### src/crlm_pkg.sv
// shared types and constants of the column range list matcher
package crlm_pkg;

   // spec characters
   localparam logic [7:0] CHAR_DASH  = 8'h2D;
   localparam logic [7:0] CHAR_COMMA = 8'h2C;
   localparam logic [7:0] CHAR_ZERO  = 8'h30;
   localparam logic [7:0] CHAR_NINE  = 8'h39;

   // widths of the fixed payload fields
   localparam int COLUMN_W    = 32;
   localparam int STATUS_W    = 3;
   localparam int COUNT_OUT_W = 5;

   // character classes found by the front end
   localparam logic [1:0] CLS_OTHER = 2'd0;
   localparam logic [1:0] CLS_DIGIT = 2'd1;
   localparam logic [1:0] CLS_DASH  = 2'd2;
   localparam logic [1:0] CLS_COMMA = 2'd3;

   // entry kinds held in the range table
   localparam logic [1:0] KIND_SINGLE   = 2'd1;
   localparam logic [1:0] KIND_STARTEND = 2'd2;
   localparam logic [1:0] KIND_GE       = 2'd3;

   // sticky status codes
   localparam logic [STATUS_W-1:0] STAT_OK             = 3'd0;
   localparam logic [STATUS_W-1:0] STAT_DOUBLE_DASH    = 3'd1;
   localparam logic [STATUS_W-1:0] STAT_DASH_NO_START  = 3'd2;
   localparam logic [STATUS_W-1:0] STAT_ZERO_START     = 3'd3;
   localparam logic [STATUS_W-1:0] STAT_BAD_END        = 3'd4;
   localparam logic [STATUS_W-1:0] STAT_ZERO_SINGLE    = 3'd5;
   localparam logic [STATUS_W-1:0] STAT_TABLE_FULL     = 3'd6;

   // classified item passed from front end to back end
   typedef struct packed {
      logic                is_query;
      logic [1:0]          cls;
      logic [3:0]          digit;
      logic                spec_last;
      logic [COLUMN_W-1:0] column;
   } item_type;

endpackage

### src/column_range_list_matcher_unit.sv
// top level of the column range list matcher
//
// Spec characters (mode 0) build a list of column ranges such as 1-3,5,7-
// in a table of MAX_RANGES entries; queries (mode 1) report whether a
// column falls in any stored range. Each transfer in gives exactly one
// response transfer carrying the match flag, the sticky status code and the
// number of stored ranges. The back end parses a spec character and answers
// it from its idle state. A query walks the table from its first entry, as
// the table memory is read one entry per cycle through its single read port,
// and stops at the first hit or the last entry; a query with an error status
// or an empty table is answered without a walk. A two-entry queue behind the
// request port and a response register let both sides stall on their own.
module column_range_list_matcher_unit
   import crlm_pkg::*;
#(
   parameter int MAX_RANGES = 16,
   parameter int NUM_BITS   = 32
) (
   input  logic                   clock,
   input  logic                   reset,
   input  logic                   req_valid,
   output logic                   req_stall,
   input  logic                   req_mode,
   input  logic [7:0]             req_char_code,
   input  logic                   req_spec_last,
   input  logic [COLUMN_W-1:0]    req_column,
   output logic                   rsp_valid,
   input  logic                   rsp_stall,
   output logic                   rsp_matched,
   output logic [STATUS_W-1:0]    rsp_status,
   output logic [COUNT_OUT_W-1:0] rsp_range_count
);

   logic     item_valid;
   item_type item;
   logic     item_pop;

   // request side: classify and queue
   crlm_front u_front (
      .clock         (clock),
      .reset         (reset),
      .req_valid     (req_valid),
      .req_stall     (req_stall),
      .req_mode      (req_mode),
      .req_char_code (req_char_code),
      .req_spec_last (req_spec_last),
      .req_column    (req_column),
      .item_valid    (item_valid),
      .item          (item),
      .item_pop      (item_pop)
   );

   // execution side: parse, table walk and response
   crlm_back #(
      .MAX_RANGES (MAX_RANGES),
      .NUM_BITS   (NUM_BITS)
   ) u_back (
      .clock           (clock),
      .reset           (reset),
      .item_valid      (item_valid),
      .item            (item),
      .item_pop        (item_pop),
      .rsp_valid       (rsp_valid),
      .rsp_stall       (rsp_stall),
      .rsp_matched     (rsp_matched),
      .rsp_status      (rsp_status),
      .rsp_range_count (rsp_range_count)
   );

endmodule

### src/crlm_ram.sv
// generic single write port, single read port ram with registered read
module crlm_ram #(
   parameter int WIDTH = 8,
   parameter int DEPTH = 16,
   localparam int ADDR_W = (DEPTH > 1) ? $clog2(DEPTH) : 1
) (
   input  logic              clock,
   input  logic              wr_en,
   input  logic [ADDR_W-1:0] wr_addr,
   input  logic [WIDTH-1:0]  wr_data,
   input  logic [ADDR_W-1:0] rd_addr,
   output logic [WIDTH-1:0]  rd_data
);

   logic [WIDTH-1:0] mem_ff [DEPTH];
   logic [WIDTH-1:0] rd_data_ff;

   // write port
   always_ff @(posedge clock) begin
      if (wr_en) begin
         mem_ff[wr_addr] <= wr_data;
      end
   end

   // registered read port
   always_ff @(posedge clock) begin
      rd_data_ff <= mem_ff[rd_addr];
   end

   assign rd_data = rd_data_ff;

endmodule

### src/crlm_front.sv
// front end: accepts request transfers, classifies them and queues them
module crlm_front
   import crlm_pkg::*;
(
   input  logic                clock,
   input  logic                reset,
   input  logic                req_valid,
   output logic                req_stall,
   input  logic                req_mode,
   input  logic [7:0]          req_char_code,
   input  logic                req_spec_last,
   input  logic [COLUMN_W-1:0] req_column,
   output logic                item_valid,
   output item_type            item,
   input  logic                item_pop
);

   item_type   q_ff [2];
   logic       wr_ptr_ff;
   logic       wr_ptr_in;
   logic       rd_ptr_ff;
   logic       rd_ptr_in;
   logic [1:0] fill_ff;
   logic [1:0] fill_in;
   logic       push;
   logic       pop;
   item_type   cls_item;

   // classify the incoming character
   always_comb begin
      cls_item.is_query  = req_mode;
      cls_item.spec_last = req_spec_last;
      cls_item.column    = req_column;
      cls_item.digit     = 4'(req_char_code - CHAR_ZERO);
      if (req_char_code >= CHAR_ZERO && req_char_code <= CHAR_NINE) begin
         cls_item.cls = CLS_DIGIT;
      end else if (req_char_code == CHAR_DASH) begin
         cls_item.cls = CLS_DASH;
      end else if (req_char_code == CHAR_COMMA) begin
         cls_item.cls = CLS_COMMA;
      end else begin
         cls_item.cls = CLS_OTHER;
      end
   end

   // two-entry queue toward the back end
   assign req_stall  = (fill_ff == 2'd2);
   assign push       = req_valid && !req_stall;
   assign pop        = item_pop && (fill_ff != 2'd0);
   assign item_valid = (fill_ff != 2'd0);
   assign item       = q_ff[rd_ptr_ff];

   always_comb begin
      wr_ptr_in = push ? !wr_ptr_ff : wr_ptr_ff;
      rd_ptr_in = pop ? !rd_ptr_ff : rd_ptr_ff;
      fill_in   = fill_ff;
      if (push && !pop) begin
         fill_in = fill_ff + 2'd1;
      end else if (pop && !push) begin
         fill_in = fill_ff - 2'd1;
      end
   end

   always_ff @(posedge clock) begin
      if (reset) begin
         wr_ptr_ff <= 1'b0;
         rd_ptr_ff <= 1'b0;
         fill_ff   <= 2'd0;
      end else begin
         wr_ptr_ff <= wr_ptr_in;
         rd_ptr_ff <= rd_ptr_in;
         fill_ff   <= fill_in;
      end
   end

   always_ff @(posedge clock) begin
      if (push) begin
         q_ff[wr_ptr_ff] <= cls_item;
      end
   end

endmodule

### src/crlm_back.sv
// back end: spec parser, range table walk and response register
module crlm_back
   import crlm_pkg::*;
#(
   parameter int MAX_RANGES = 16,
   parameter int NUM_BITS   = 32
) (
   input  logic                   clock,
   input  logic                   reset,
   input  logic                   item_valid,
   input  item_type               item,
   output logic                   item_pop,
   output logic                   rsp_valid,
   input  logic                   rsp_stall,
   output logic                   rsp_matched,
   output logic [STATUS_W-1:0]    rsp_status,
   output logic [COUNT_OUT_W-1:0] rsp_range_count
);

   localparam int ADDR_W  = (MAX_RANGES > 1) ? $clog2(MAX_RANGES) : 1;
   localparam int CNT_W   = $clog2(MAX_RANGES + 1);
   localparam int WIDE_W  = NUM_BITS + 4;
   localparam int ENTRY_W = 2 * NUM_BITS + 2;

   localparam logic ST_IDLE = 1'b0;
   localparam logic ST_WALK = 1'b1;

   logic                   state_ff, state_in;
   logic [ADDR_W-1:0]      idx_ff, idx_in;
   logic [COLUMN_W-1:0]    col_ff, col_in;
   logic [CNT_W-1:0]       cnt_ff, cnt_in;
   logic [STATUS_W-1:0]    err_ff, err_in;
   logic [NUM_BITS-1:0]    acc_ff, acc_in;
   logic                   dseen_ff, dseen_in;
   logic                   dash_ff, dash_in;
   logic [NUM_BITS-1:0]    pstart_ff, pstart_in;
   logic                   ended_ff, ended_in;
   logic                   rsp_valid_ff, rsp_valid_in;
   logic                   rsp_matched_ff, rsp_matched_in;
   logic [STATUS_W-1:0]    rsp_status_ff, rsp_status_in;
   logic [COUNT_OUT_W-1:0] rsp_count_ff, rsp_count_in;

   logic                   wr_en;
   logic [ADDR_W-1:0]      wr_addr;
   logic [ENTRY_W-1:0]     wr_data;
   logic [ADDR_W-1:0]      rd_addr;
   logic [ENTRY_W-1:0]     rd_data;

   logic                   slot_free;
   logic [NUM_BITS-1:0]    ent_lo;
   logic [NUM_BITS-1:0]    ent_hi;
   logic [1:0]             ent_kind;
   logic                   hit;
   logic                   walk_last;

   // range table
   crlm_ram #(
      .WIDTH (ENTRY_W),
      .DEPTH (MAX_RANGES)
   ) u_table (
      .clock   (clock),
      .wr_en   (wr_en),
      .wr_addr (wr_addr),
      .wr_data (wr_data),
      .rd_addr (rd_addr),
      .rd_data (rd_data)
   );

   // compare the column with the entry read last cycle
   assign ent_lo    = rd_data[NUM_BITS-1:0];
   assign ent_hi    = rd_data[2*NUM_BITS-1:NUM_BITS];
   assign ent_kind  = rd_data[ENTRY_W-1:2*NUM_BITS];
   assign walk_last = ((CNT_W'(idx_ff) + CNT_W'(1)) == cnt_ff);

   always_comb begin
      unique case (ent_kind)
         KIND_SINGLE:   hit = (col_ff == COLUMN_W'(ent_lo));
         KIND_STARTEND: hit = (col_ff >= COLUMN_W'(ent_lo)) && (col_ff <= COLUMN_W'(ent_hi));
         KIND_GE:       hit = (col_ff >= COLUMN_W'(ent_lo));
         default:       hit = 1'b0;
      endcase
   end

   // response slot is free when empty or being taken this cycle
   assign slot_free = !rsp_valid_ff || !rsp_stall;

   // parse, append and walk control
   always_comb begin
      logic [WIDE_W-1:0]   wide;
      logic                close_now;
      logic                append;
      logic [NUM_BITS-1:0] ap_lo;
      logic [NUM_BITS-1:0] ap_hi;
      logic [1:0]          ap_kind;

      wide      = '0;
      close_now = 1'b0;
      append    = 1'b0;
      ap_lo     = '0;
      ap_hi     = '0;
      ap_kind   = KIND_SINGLE;

      state_in       = state_ff;
      idx_in         = idx_ff;
      col_in         = col_ff;
      cnt_in         = cnt_ff;
      err_in         = err_ff;
      acc_in         = acc_ff;
      dseen_in       = dseen_ff;
      dash_in        = dash_ff;
      pstart_in      = pstart_ff;
      ended_in       = ended_ff;
      rsp_valid_in   = rsp_valid_ff && rsp_stall;
      rsp_matched_in = rsp_matched_ff;
      rsp_status_in  = rsp_status_ff;
      rsp_count_in   = rsp_count_ff;
      item_pop       = 1'b0;
      wr_en          = 1'b0;
      wr_addr        = cnt_ff[ADDR_W-1:0];
      wr_data        = '0;
      rd_addr        = '0;

      unique case (state_ff)
         ST_IDLE: begin
            if (item_valid && slot_free) begin
               item_pop = 1'b1;
               if (item.is_query) begin
                  if (err_ff != STAT_OK || cnt_ff == '0) begin
                     rsp_valid_in   = 1'b1;
                     rsp_matched_in = 1'b0;
                     rsp_status_in  = err_ff;
                     rsp_count_in   = COUNT_OUT_W'(cnt_ff);
                  end else begin
                     state_in = ST_WALK;
                     idx_in   = '0;
                     col_in   = item.column;
                     rd_addr  = '0;
                  end
               end else begin
                  // a new spec clears the table and parse state
                  if (ended_ff) begin
                     cnt_in    = '0;
                     err_in    = STAT_OK;
                     acc_in    = '0;
                     dseen_in  = 1'b0;
                     dash_in   = 1'b0;
                     pstart_in = '0;
                     ended_in  = 1'b0;
                  end
                  // character step
                  if (err_in == STAT_OK) begin
                     unique case (item.cls) inside
                        CLS_DIGIT: begin
                           wide = (WIDE_W'(acc_in) << 3) + (WIDE_W'(acc_in) << 1)
                                + WIDE_W'(item.digit);
                           if (wide[WIDE_W-1:NUM_BITS] != '0) begin
                              acc_in = '1;
                           end else begin
                              acc_in = wide[NUM_BITS-1:0];
                           end
                           dseen_in = 1'b1;
                        end
                        CLS_DASH: begin
                           if (dash_in) begin
                              err_in = STAT_DOUBLE_DASH;
                           end else begin
                              dash_in = 1'b1;
                              if (!dseen_in) begin
                                 err_in = STAT_DASH_NO_START;
                              end else if (acc_in == '0) begin
                                 err_in = STAT_ZERO_START;
                              end else begin
                                 pstart_in = acc_in;
                                 acc_in    = '0;
                                 dseen_in  = 1'b0;
                              end
                           end
                        end
                        CLS_COMMA, CLS_OTHER: begin
                        end
                        default: begin
                        end
                     endcase
                  end
                  // entry close on comma or end of spec
                  close_now = (err_in == STAT_OK)
                            && ((item.cls == CLS_COMMA) || item.spec_last);
                  if (close_now) begin
                     if (!dseen_in) begin
                        if (dash_in) begin
                           append  = 1'b1;
                           ap_lo   = pstart_in;
                           ap_hi   = pstart_in;
                           ap_kind = KIND_GE;
                        end
                     end else if (dash_in) begin
                        if (acc_in == '0 || pstart_in > acc_in) begin
                           err_in = STAT_BAD_END;
                        end else if (pstart_in == acc_in) begin
                           append  = 1'b1;
                           ap_lo   = pstart_in;
                           ap_hi   = pstart_in;
                           ap_kind = KIND_SINGLE;
                        end else begin
                           append  = 1'b1;
                           ap_lo   = pstart_in;
                           ap_hi   = acc_in;
                           ap_kind = KIND_STARTEND;
                        end
                     end else begin
                        if (acc_in == '0) begin
                           err_in = STAT_ZERO_SINGLE;
                        end else begin
                           append  = 1'b1;
                           ap_lo   = acc_in;
                           ap_hi   = acc_in;
                           ap_kind = KIND_SINGLE;
                        end
                     end
                     if (append) begin
                        if (cnt_in >= CNT_W'(MAX_RANGES)) begin
                           err_in = STAT_TABLE_FULL;
                        end else begin
                           wr_en   = 1'b1;
                           wr_addr = cnt_in[ADDR_W-1:0];
                           wr_data = {ap_kind, ap_hi, ap_lo};
                           cnt_in  = cnt_in + CNT_W'(1);
                        end
                     end
                     acc_in    = '0;
                     dseen_in  = 1'b0;
                     dash_in   = 1'b0;
                     pstart_in = '0;
                  end
                  // end of spec
                  if (item.spec_last) begin
                     acc_in    = '0;
                     dseen_in  = 1'b0;
                     dash_in   = 1'b0;
                     pstart_in = '0;
                     ended_in  = 1'b1;
                  end
                  rsp_valid_in   = 1'b1;
                  rsp_matched_in = 1'b0;
                  rsp_status_in  = err_in;
                  rsp_count_in   = COUNT_OUT_W'(cnt_in);
               end
            end
         end
         ST_WALK: begin
            // one table entry per cycle until a hit or the last entry
            if (hit || walk_last) begin
               state_in       = ST_IDLE;
               rsp_valid_in   = 1'b1;
               rsp_matched_in = hit;
               rsp_status_in  = err_ff;
               rsp_count_in   = COUNT_OUT_W'(cnt_ff);
            end else begin
               idx_in  = idx_ff + ADDR_W'(1);
               rd_addr = idx_ff + ADDR_W'(1);
            end
         end
         default: begin
            state_in = ST_IDLE;
         end
      endcase
   end

   always_ff @(posedge clock) begin
      if (reset) begin
         state_ff     <= ST_IDLE;
         cnt_ff       <= '0;
         err_ff       <= STAT_OK;
         acc_ff       <= '0;
         dseen_ff     <= 1'b0;
         dash_ff      <= 1'b0;
         pstart_ff    <= '0;
         ended_ff     <= 1'b1;
         rsp_valid_ff <= 1'b0;
      end else begin
         state_ff     <= state_in;
         cnt_ff       <= cnt_in;
         err_ff       <= err_in;
         acc_ff       <= acc_in;
         dseen_ff     <= dseen_in;
         dash_ff      <= dash_in;
         pstart_ff    <= pstart_in;
         ended_ff     <= ended_in;
         rsp_valid_ff <= rsp_valid_in;
      end
   end

   always_ff @(posedge clock) begin
      idx_ff         <= idx_in;
      col_ff         <= col_in;
      rsp_matched_ff <= rsp_matched_in;
      rsp_status_ff  <= rsp_status_in;
      rsp_count_ff   <= rsp_count_in;
   end

   assign rsp_valid       = rsp_valid_ff;
   assign rsp_matched     = rsp_matched_ff;
   assign rsp_status      = rsp_status_ff;
   assign rsp_range_count = rsp_count_ff;

endmodule
### config.mk
export PLATFORM = sky130hd
export DESIGN_NAME = column_range_list_matcher_unit
export DESIGN_NICKNAME = d
export VERILOG_FILES = /design/src/crlm_pkg.sv /design/src/column_range_list_matcher_unit.sv /design/src/crlm_ram.sv /design/src/crlm_front.sv /design/src/crlm_back.sv
export SDC_FILE = /design/constraint.sdc
export NUM_CORES = 2
export LEC_CHECK = 0
export ABC_AREA = 1
export BUFFER_PORTS_ARGS = -buffer_cell sky130_fd_sc_hd__buf_2
export CAP_MARGIN = 25
export CORE_MARGIN = 2
export CORE_UTILIZATION = 55
export CTS_CLUSTER_DIAMETER = 40
export CTS_CLUSTER_SIZE = 30
export DETAILED_ROUTE_END_ITERATION = 7
export PLACE_DENSITY = 0.74
export SYNTH_ARGS = -nofsm -noshare
export SYNTH_HDL_FRONTEND = slang
export SYNTH_HIERARCHICAL = 1
export SYNTH_SLANG_ARGS = --single-unit
export TNS_END_PERCENT = 1
### constraint.sdc
create_clock -name clock -period 9.93 [get_ports clock]
set_clock_uncertainty 0.05 [all_clocks]
set_input_delay 1.986 -clock clock [delete_from_list [all_inputs] [get_ports clock]]
set_output_delay 1.986 -clock clock [all_outputs]
set_load 0.01 [all_outputs]
======== Word-level counts from Yosys, hierarchy flattened ========
Memory sizes are Yosys's and may differ from the RTL's. A register that Yosys moved wholly into a read port is not among the register bits.
Index checks and enable logic that the tools add are counted.
storage, ports and cells
  memories kept ........................... 2
  bits in registers ....................... 126
  input port bits ......................... 46
  RAM bits ................................ 1136
  output and inout bits ................... 11
  logic and storage cells ................. 253
operators by class
  bitwise gates (word level) .............. 3
  mux-type cells .......................... 165
  equal/unequal tests ..................... 18
  reductions and logical operators ........ 34
  $lt $le $gt $ge ......................... 6
  add/sub/neg operators ................... 8
memories
  name                   depth  width  read ports  clocked after memory_dff  wr ports  line              RTL
  u_back.u_table.mem_ff  16     66     1           1                         1         crlm_ram.sv:15    logic [WIDTH-1:0] mem_ff [DEPTH];
  u_front.q_ff           2      40     1           1                         1         crlm_front.sv:18  item_type q_ff [2];
operators by type and width
  kind                                                 count
  two-way mux 32 bit                                   34
  two-way mux 66 bit                                   6
  two-way mux 3 bit                                    23
  == test 32 bit                                       2
  zero test 32 bit                                     2
  case mux 32 bit (2 select lines)                     1
  two-way mux 1 bit                                    60
  two-way mux 5 bit                                    11
  two-way mux 4 bit                                    11
  adder 35 x 33 -> 36 bit                              1
  adder 36 x 4 -> 36 bit                               1
  >= comparator 32 bit                                 1
  greater-than comparator 32 bit                       1
  <= comparator 32 bit                                 1
  two-way mux 2 bit                                    10
  == test 8 x 6 -> 1 bit, second input constant        2
  case mux 4 bit (2 select lines)                      2
  == test 2 bit, second input constant                 5
  case mux 5 bit (2 select lines)                      1
  logical AND 1 bit                                    9
  >= comparator 8 x 6 -> 1 bit, second input constant  1
  <= comparator 8 x 6 -> 1 bit, second input constant  1
  != test 2 bit, second input constant                 4
  case mux 1 bit (2 select lines)                      4
  23 further kinds                                     40

======== Logic depth before layout (Yosys ltp) ========
  depth in word-level cells ............... 30
  gate-level depth with buffers ........... 42

======== By module ========
Netlist, hierarchy kept.
by module, submodules not included
  module      seq. area each (um^2)  times used  cells each  area an instance (um^2)
  crlm_ram    33031.7                1           4341        46797.4
  crlm_back   2892.8                 1           2125        13621.8
  crlm_front  2502.4                 1           173         3194.3

======== Worst setup path before layout ========
No wires, ideal clock.
  path type ............................... register -> register
  start point ............................. register (tool-made name)
  end point ............................... memory u_back/u_table/mem_ff[12][0] (netlist bit), enable pin
  cell stages (with the launch flop) ...... 38
  clock period less this slack ............ 8.307 ns
  data required time ...................... 9.389 ns
  arrival time ............................ 7.767 ns
  slack ................................... 1.623 ns
  path through ............................ dfxtp_1 buf_6 mux2_2 xor2_1 inv_1 ha_1 inv_1 fa_1 inv_1 nand2_1 nand2_1 nand3_1 nand2_1 nand2_1 nand2_2 nand2_1 nand3_1 nand2_2 [... 2 more ...] nand3_1 a21oi_2 ha_1 a21oi_1 o21a_1 o221ai_1 a21oi_1 o21ai_0 nand2_1 nand4_1 nand3_1 nand3_4 inv_4 nand3_4 inv_4 buf_8 nand3_1 nor2_1
RTL lines
  what       line
  to (decl)  crlm_ram.sv:15

======== Final worst setup path ========
  start point ............................. register u_back.ended_ff
  end point ............................... memory u_back/u_table/mem_ff[9][8] (netlist bit) (data pin)
on the way
  cells in the longest elaborated chain, start to end .. 27
  elaborated cells between the ends (all ways) .. 90
RTL lines
  what                                                                 line                                RTL
  from (decl)                                                          crlm_back.sv:37                     logic ended_ff, ended_in;
  from (signal assigned)                                               crlm_back.sv:288                    ended_ff <= ended_in;
  two-way mux 32 bit                                                   crlm_back.sv:141                    if (ended_ff) begin
  two-way mux 32 bit                                                   crlm_back.sv:127                    if (item.is_query) begin
  two-way mux 32 bit                                                   crlm_back.sv:125                    if (item_valid && slot_free) begin
  two-way mux 32 bit                                                   crlm_back.sv:123                    unique case (state_ff)
  adder 35 x 33 -> 36 bit / zero test 32 bit (equally long branches)   crlm_back.sv:154, crlm_back.sv:170
  adder 36 x 4 -> 36 bit / two-way mux 32 bit (equally long branches)  crlm_back.sv:155, crlm_back.sv:170
  nonzero test 4 bit / two-way mux 32 bit (equally long branches)      crlm_back.sv:156, crlm_back.sv:168
  two-way mux 32 bit, on equally long branches                         crlm_back.sv:156, crlm_back.sv:164
  [... 12 more ...]                                                    --
  two-way mux 1 bit                                                    crlm_back.sv:125
  two-way mux 1 bit                                                    crlm_back.sv:123
  two-way mux 66 bit                                                   crlm_back.sv:220                    if (append) begin
  two-way mux 66 bit *                                                 crlm_back.sv:188                    if (close_now) begin
  two-way mux 66 bit *                                                 crlm_back.sv:127
  two-way mux 66 bit *                                                 crlm_back.sv:125
  two-way mux 66 bit *                                                 crlm_back.sv:123
  via u_back.wr_data[8]                                                crlm_back.sv:45                     logic [ENTRY_W-1:0] wr_data;
The timed path passes the listed nets; every way through them passes the cells marked *. The select of a mux whose other input is x is not followed.

==> flow_summary.toml <==
[cells_and_area]
nets = 6848
final_cells = 8285
multi_input_area_um2 = 19370
seq_area_um2 = 38430
syn_to_final_growth_pct = 10.91
nFillCells = 8966
drive_gt1_share_pct = 9.220

[synthesis]
async_flop_share_pct = 0
syn_nets = 6852
ys_types = 64
synthCells = 6639
ys_ff_latch = 1329
synth_enable_flop_cells = 1181
synthFlopType = "edfxtp_1"
synth-seq-area-share_pct = 60.41
ys.warnings.count = 6
synthesis.area_um2 = 63610
synth.avg_cell_area_um2 = 9.582

[timing]
maxSlewViolCount = 0
period_minus_slack_ps = 8382
slew_headroom_pct = 20.13
hold_ws_ps = 415.7
setup_tns_ps = 0
timing.final.crit_share_pct = 84.41
setup_ws_ps = 1548
finalSetupViolCount = 0
max_freq_mhz = 119.3
worst_pin_slew_ps = 1198
rsz0062_at_grt = "no"
hold_viol = 0

[pwr]
p_int_uw = 10790
power_switching_uw = 5172
ir_drop_mv = 0.1752
p_seq_share_pct = 41.0
power.share.clock_pct = 36.8
power_switching_share_pct = 32.41
pwr-share-comb_pct = 22.2
pwr_density_cell_nw_per_um2 = 226.2
p_total_uw = 15960
p_leak_uw = 0.03077

[hold_path]
hp-class = "reg2reg"
whs_path_depth = 2

[placed_design]
port_buffers = 56
preCtsSetupSlack_ps = 1651
hpwl_mm = 101.9
placedCellCount = 7989
gp_congestion = 0.9197

[worst_setup_path]
crit_top_cell = "nand2_1"
r2r-end = "u_back/u_table/mem_ff[9][8]$_DFFE_PP_"
cp-start-kind = "flip-flop"
worstPathArrival_ps = 8740
crit_end = "u_back/u_table/mem_ff[9][8]$_DFFE_PP_"
slowest_delay_ps = 850
crit_path_max_fanout = 31
rr_worst_depth = 34
timing.rr.start = "u_back/ended_ff$_SDFFE_PP1P_"
slowest_stage = "nor2_1"
crit_required_ps = 10290
crit_path_end_kind = "flip-flop"
path_class = "reg2reg"
ff2ff_setup_slack_ps = 1550
critPathLaunch = "u_back/ended_ff$_SDFFE_PP1P_"

[job]
drv_cap = 0

[route]
drtIter0Drc = 5869
ant_nets = 0
vias = 46417
vias_per_cell = 5.603
wl_mm = 172.1
wl_per_cell_um = 20.77
dr.pass1.iters = 6
drcViolationCount = 0

[global_route]
grt_pass1_wl_mm = 258.8
grtUsageTotal_pct = 28.94
grt_max_degree = 223
grt_pass1_vias = 44193
antenna_found_initial = 5
grt_overflow = 0

[clocking]
post_cts_buffers = 0
clk_latency_ps = 770
clock_path_buffers = 3
cts.sinks = 1329
cts_tree = "built"
cts_resized = 0
root_buffer = "clkbuf_16"
cts.reportedPaths.clkPinSlew_ps = 60
postCtsHoldBufs = 0
cts_inserted_buffers = 154
htreeDepth = 4

[floorplan]
rows = 124
core_um2 = 114500
io_pins = 57
die_w_um = 344.1
start_util_pct = 55.56
dieArea_um2 = 118400
die_y_um = 344.1

[status]
status = "complete, no violations"
==> flip-flops by register name (all words and copies together) (netlist names), named ones only <==
| signal | cells |
|---|---|
| u_back/u_table/mem_ff | 1056 |
| u_front/q_ff | 80 |
| u_back/u_table/rd_data | 66 |
| u_back/acc_ff | 32 |
| u_back/col_ff | 32 |
| u_back/pstart_ff | 32 |
| u_back/cnt_ff | 5 |
| u_back/rsp_range_count | 5 |
| u_back/idx_ff | 4 |
| u_back/err_ff | 3 |
| u_back/rsp_status | 3 |
| u_front/fill_ff | 2 |
| u_back/dash_ff | 1 |
| u_back/dseen_ff | 1 |
| u_back/ended_ff | 1 |
| u_back/rsp_matched | 1 |
| u_back/rsp_valid | 1 |
| u_back/state_ff | 1 |
| u_front/rd_ptr_ff | 1 |
| u_front/wr_ptr_ff | 1 |
==> metal layers <==
| layer | routed length, um | GRT usage [%] | up-vias |
|---|---|---|---|
| met2 | 77880 | 45.11 | 2488 |
| met4 | 7102 | 12.24 | 2 |
| met1 | 66910 | 38.73 | 21794 |
| li1 | - | - | 21715 |
| met3 | 20150 | 7.330 | 418 |
| met5 | 13 | 0 | - |
==> cell usage after synthesis (75+ instances only) <==
cell      count  area (um^2)
a21oi_1     191        955.9
buf_2       126        630.6
buf_6        77        867.1
clkbuf_1     75        281.5
dfxtp_1     148         2963
edfxtp_1   1181        35460
ha_1        166         2077
inv_1      1043         3915
nand2_1    1989         7466
nand3_1     903         4519
nor2_1      255        957.2
o21ai_0      94        470.5
==> cell families (layout without fill, tap and decap cells) <==
group | count (synthesis) | in the layout | synth area share [%]
AOI/OAI and AO/OA | 419 | 419 | 3.940
and+or+nand+nor | 3275 | 3275 | 21.79
muxes | 40 | 40 | 0.7081
adders and majority gates | 167 | 167 | 3.296
xor gates and xnor gates | 28 | 28 | 0.3855
DFF | 1329 | 1329 | 60.41
other | 0 | 5 | 0
buffers and inverters | 1381 | 1510 | 9.474
==> power by group through the flow <==
stage / clock network [uW] / registers (uW) / logic, uW
after global routing: 6130 / 6550 / 3830
after floorplan: 0 / 6580 / 2410
after CTS: 5920 / 6540 / 3460
after global placement: 0 / 6650 / 3370
final: 5880 / 6540 / 3540
after detailed placement: 0 / 6650 / 3430
==> cells in the final DEF (no fill, tap or decap), types with 57 or more instances in the layout <==
master	n
a21oi_1	190
nand2_1	1989
nor2_1	230
buf_2	57
ha_1	166
inv_1	1041
clkbuf_16	161
o21ai_0	93
nand3_1	902
buf_4	60
edfxtp_1	1181
dfxtp_1	147
==> metrics by stage <==
step	util [%]	cell area, um^2
after global routing	61.61	70540
final	61.62	70550
after CTS	61.58	70510
after detailed placement	56.87	65120
after global placement	56.83	65070
after floorplan	-	63610
==> layout make-up <==
type	count	area share, %
multi-input cells	3929	27.46
repair buffers	150	1.972
flip-flops and latches	1329	54.47
clock inverters	117	1.866
diodes	5	0.01773
inverters	1071	5.750
well taps	1512	2.681
clock buffers	172	5.783
==> worst max-delay path, delay by kind of cell, from the launching register on <==
family	cells	cell delay (ps)
XOR/XNOR	1	180
flip-flops	1	310
adder cells (fa/ha/maj)	3	960
AND/OR/NAND/NOR	21	4480
buffers and inverters	8	1670
AO/OA/AOI/OAI	1	320
==> worst min-delay path by stage <==
stage / start / to / slack [ps]
2_1_floorplan: u_back/acc_ff[30]$_SDFFE_PP0P_ / u_back/acc_ff[30]$_SDFFE_PP0P_ / 400
3_3_place_gp: u_back/pstart_ff[17]$_SDFFE_PP0P_ / u_back/pstart_ff[17]$_SDFFE_PP0P_ / 400
3_5_place_dp: u_back/pstart_ff[24]$_SDFFE_PP0P_ / u_back/pstart_ff[24]$_SDFFE_PP0P_ / 410
4_1_cts: u_back/pstart_ff[24]$_SDFFE_PP0P_ / u_back/pstart_ff[24]$_SDFFE_PP0P_ / 410
5_1_grt: u_back/pstart_ff[22]$_SDFFE_PP0P_ / u_back/pstart_ff[22]$_SDFFE_PP0P_ / 430
6_report: u_back/dash_ff$_SDFFE_PP0P_ / u_back/dash_ff$_SDFFE_PP0P_ / 420
No activity file was read; power rests on OpenSTA's default activity.
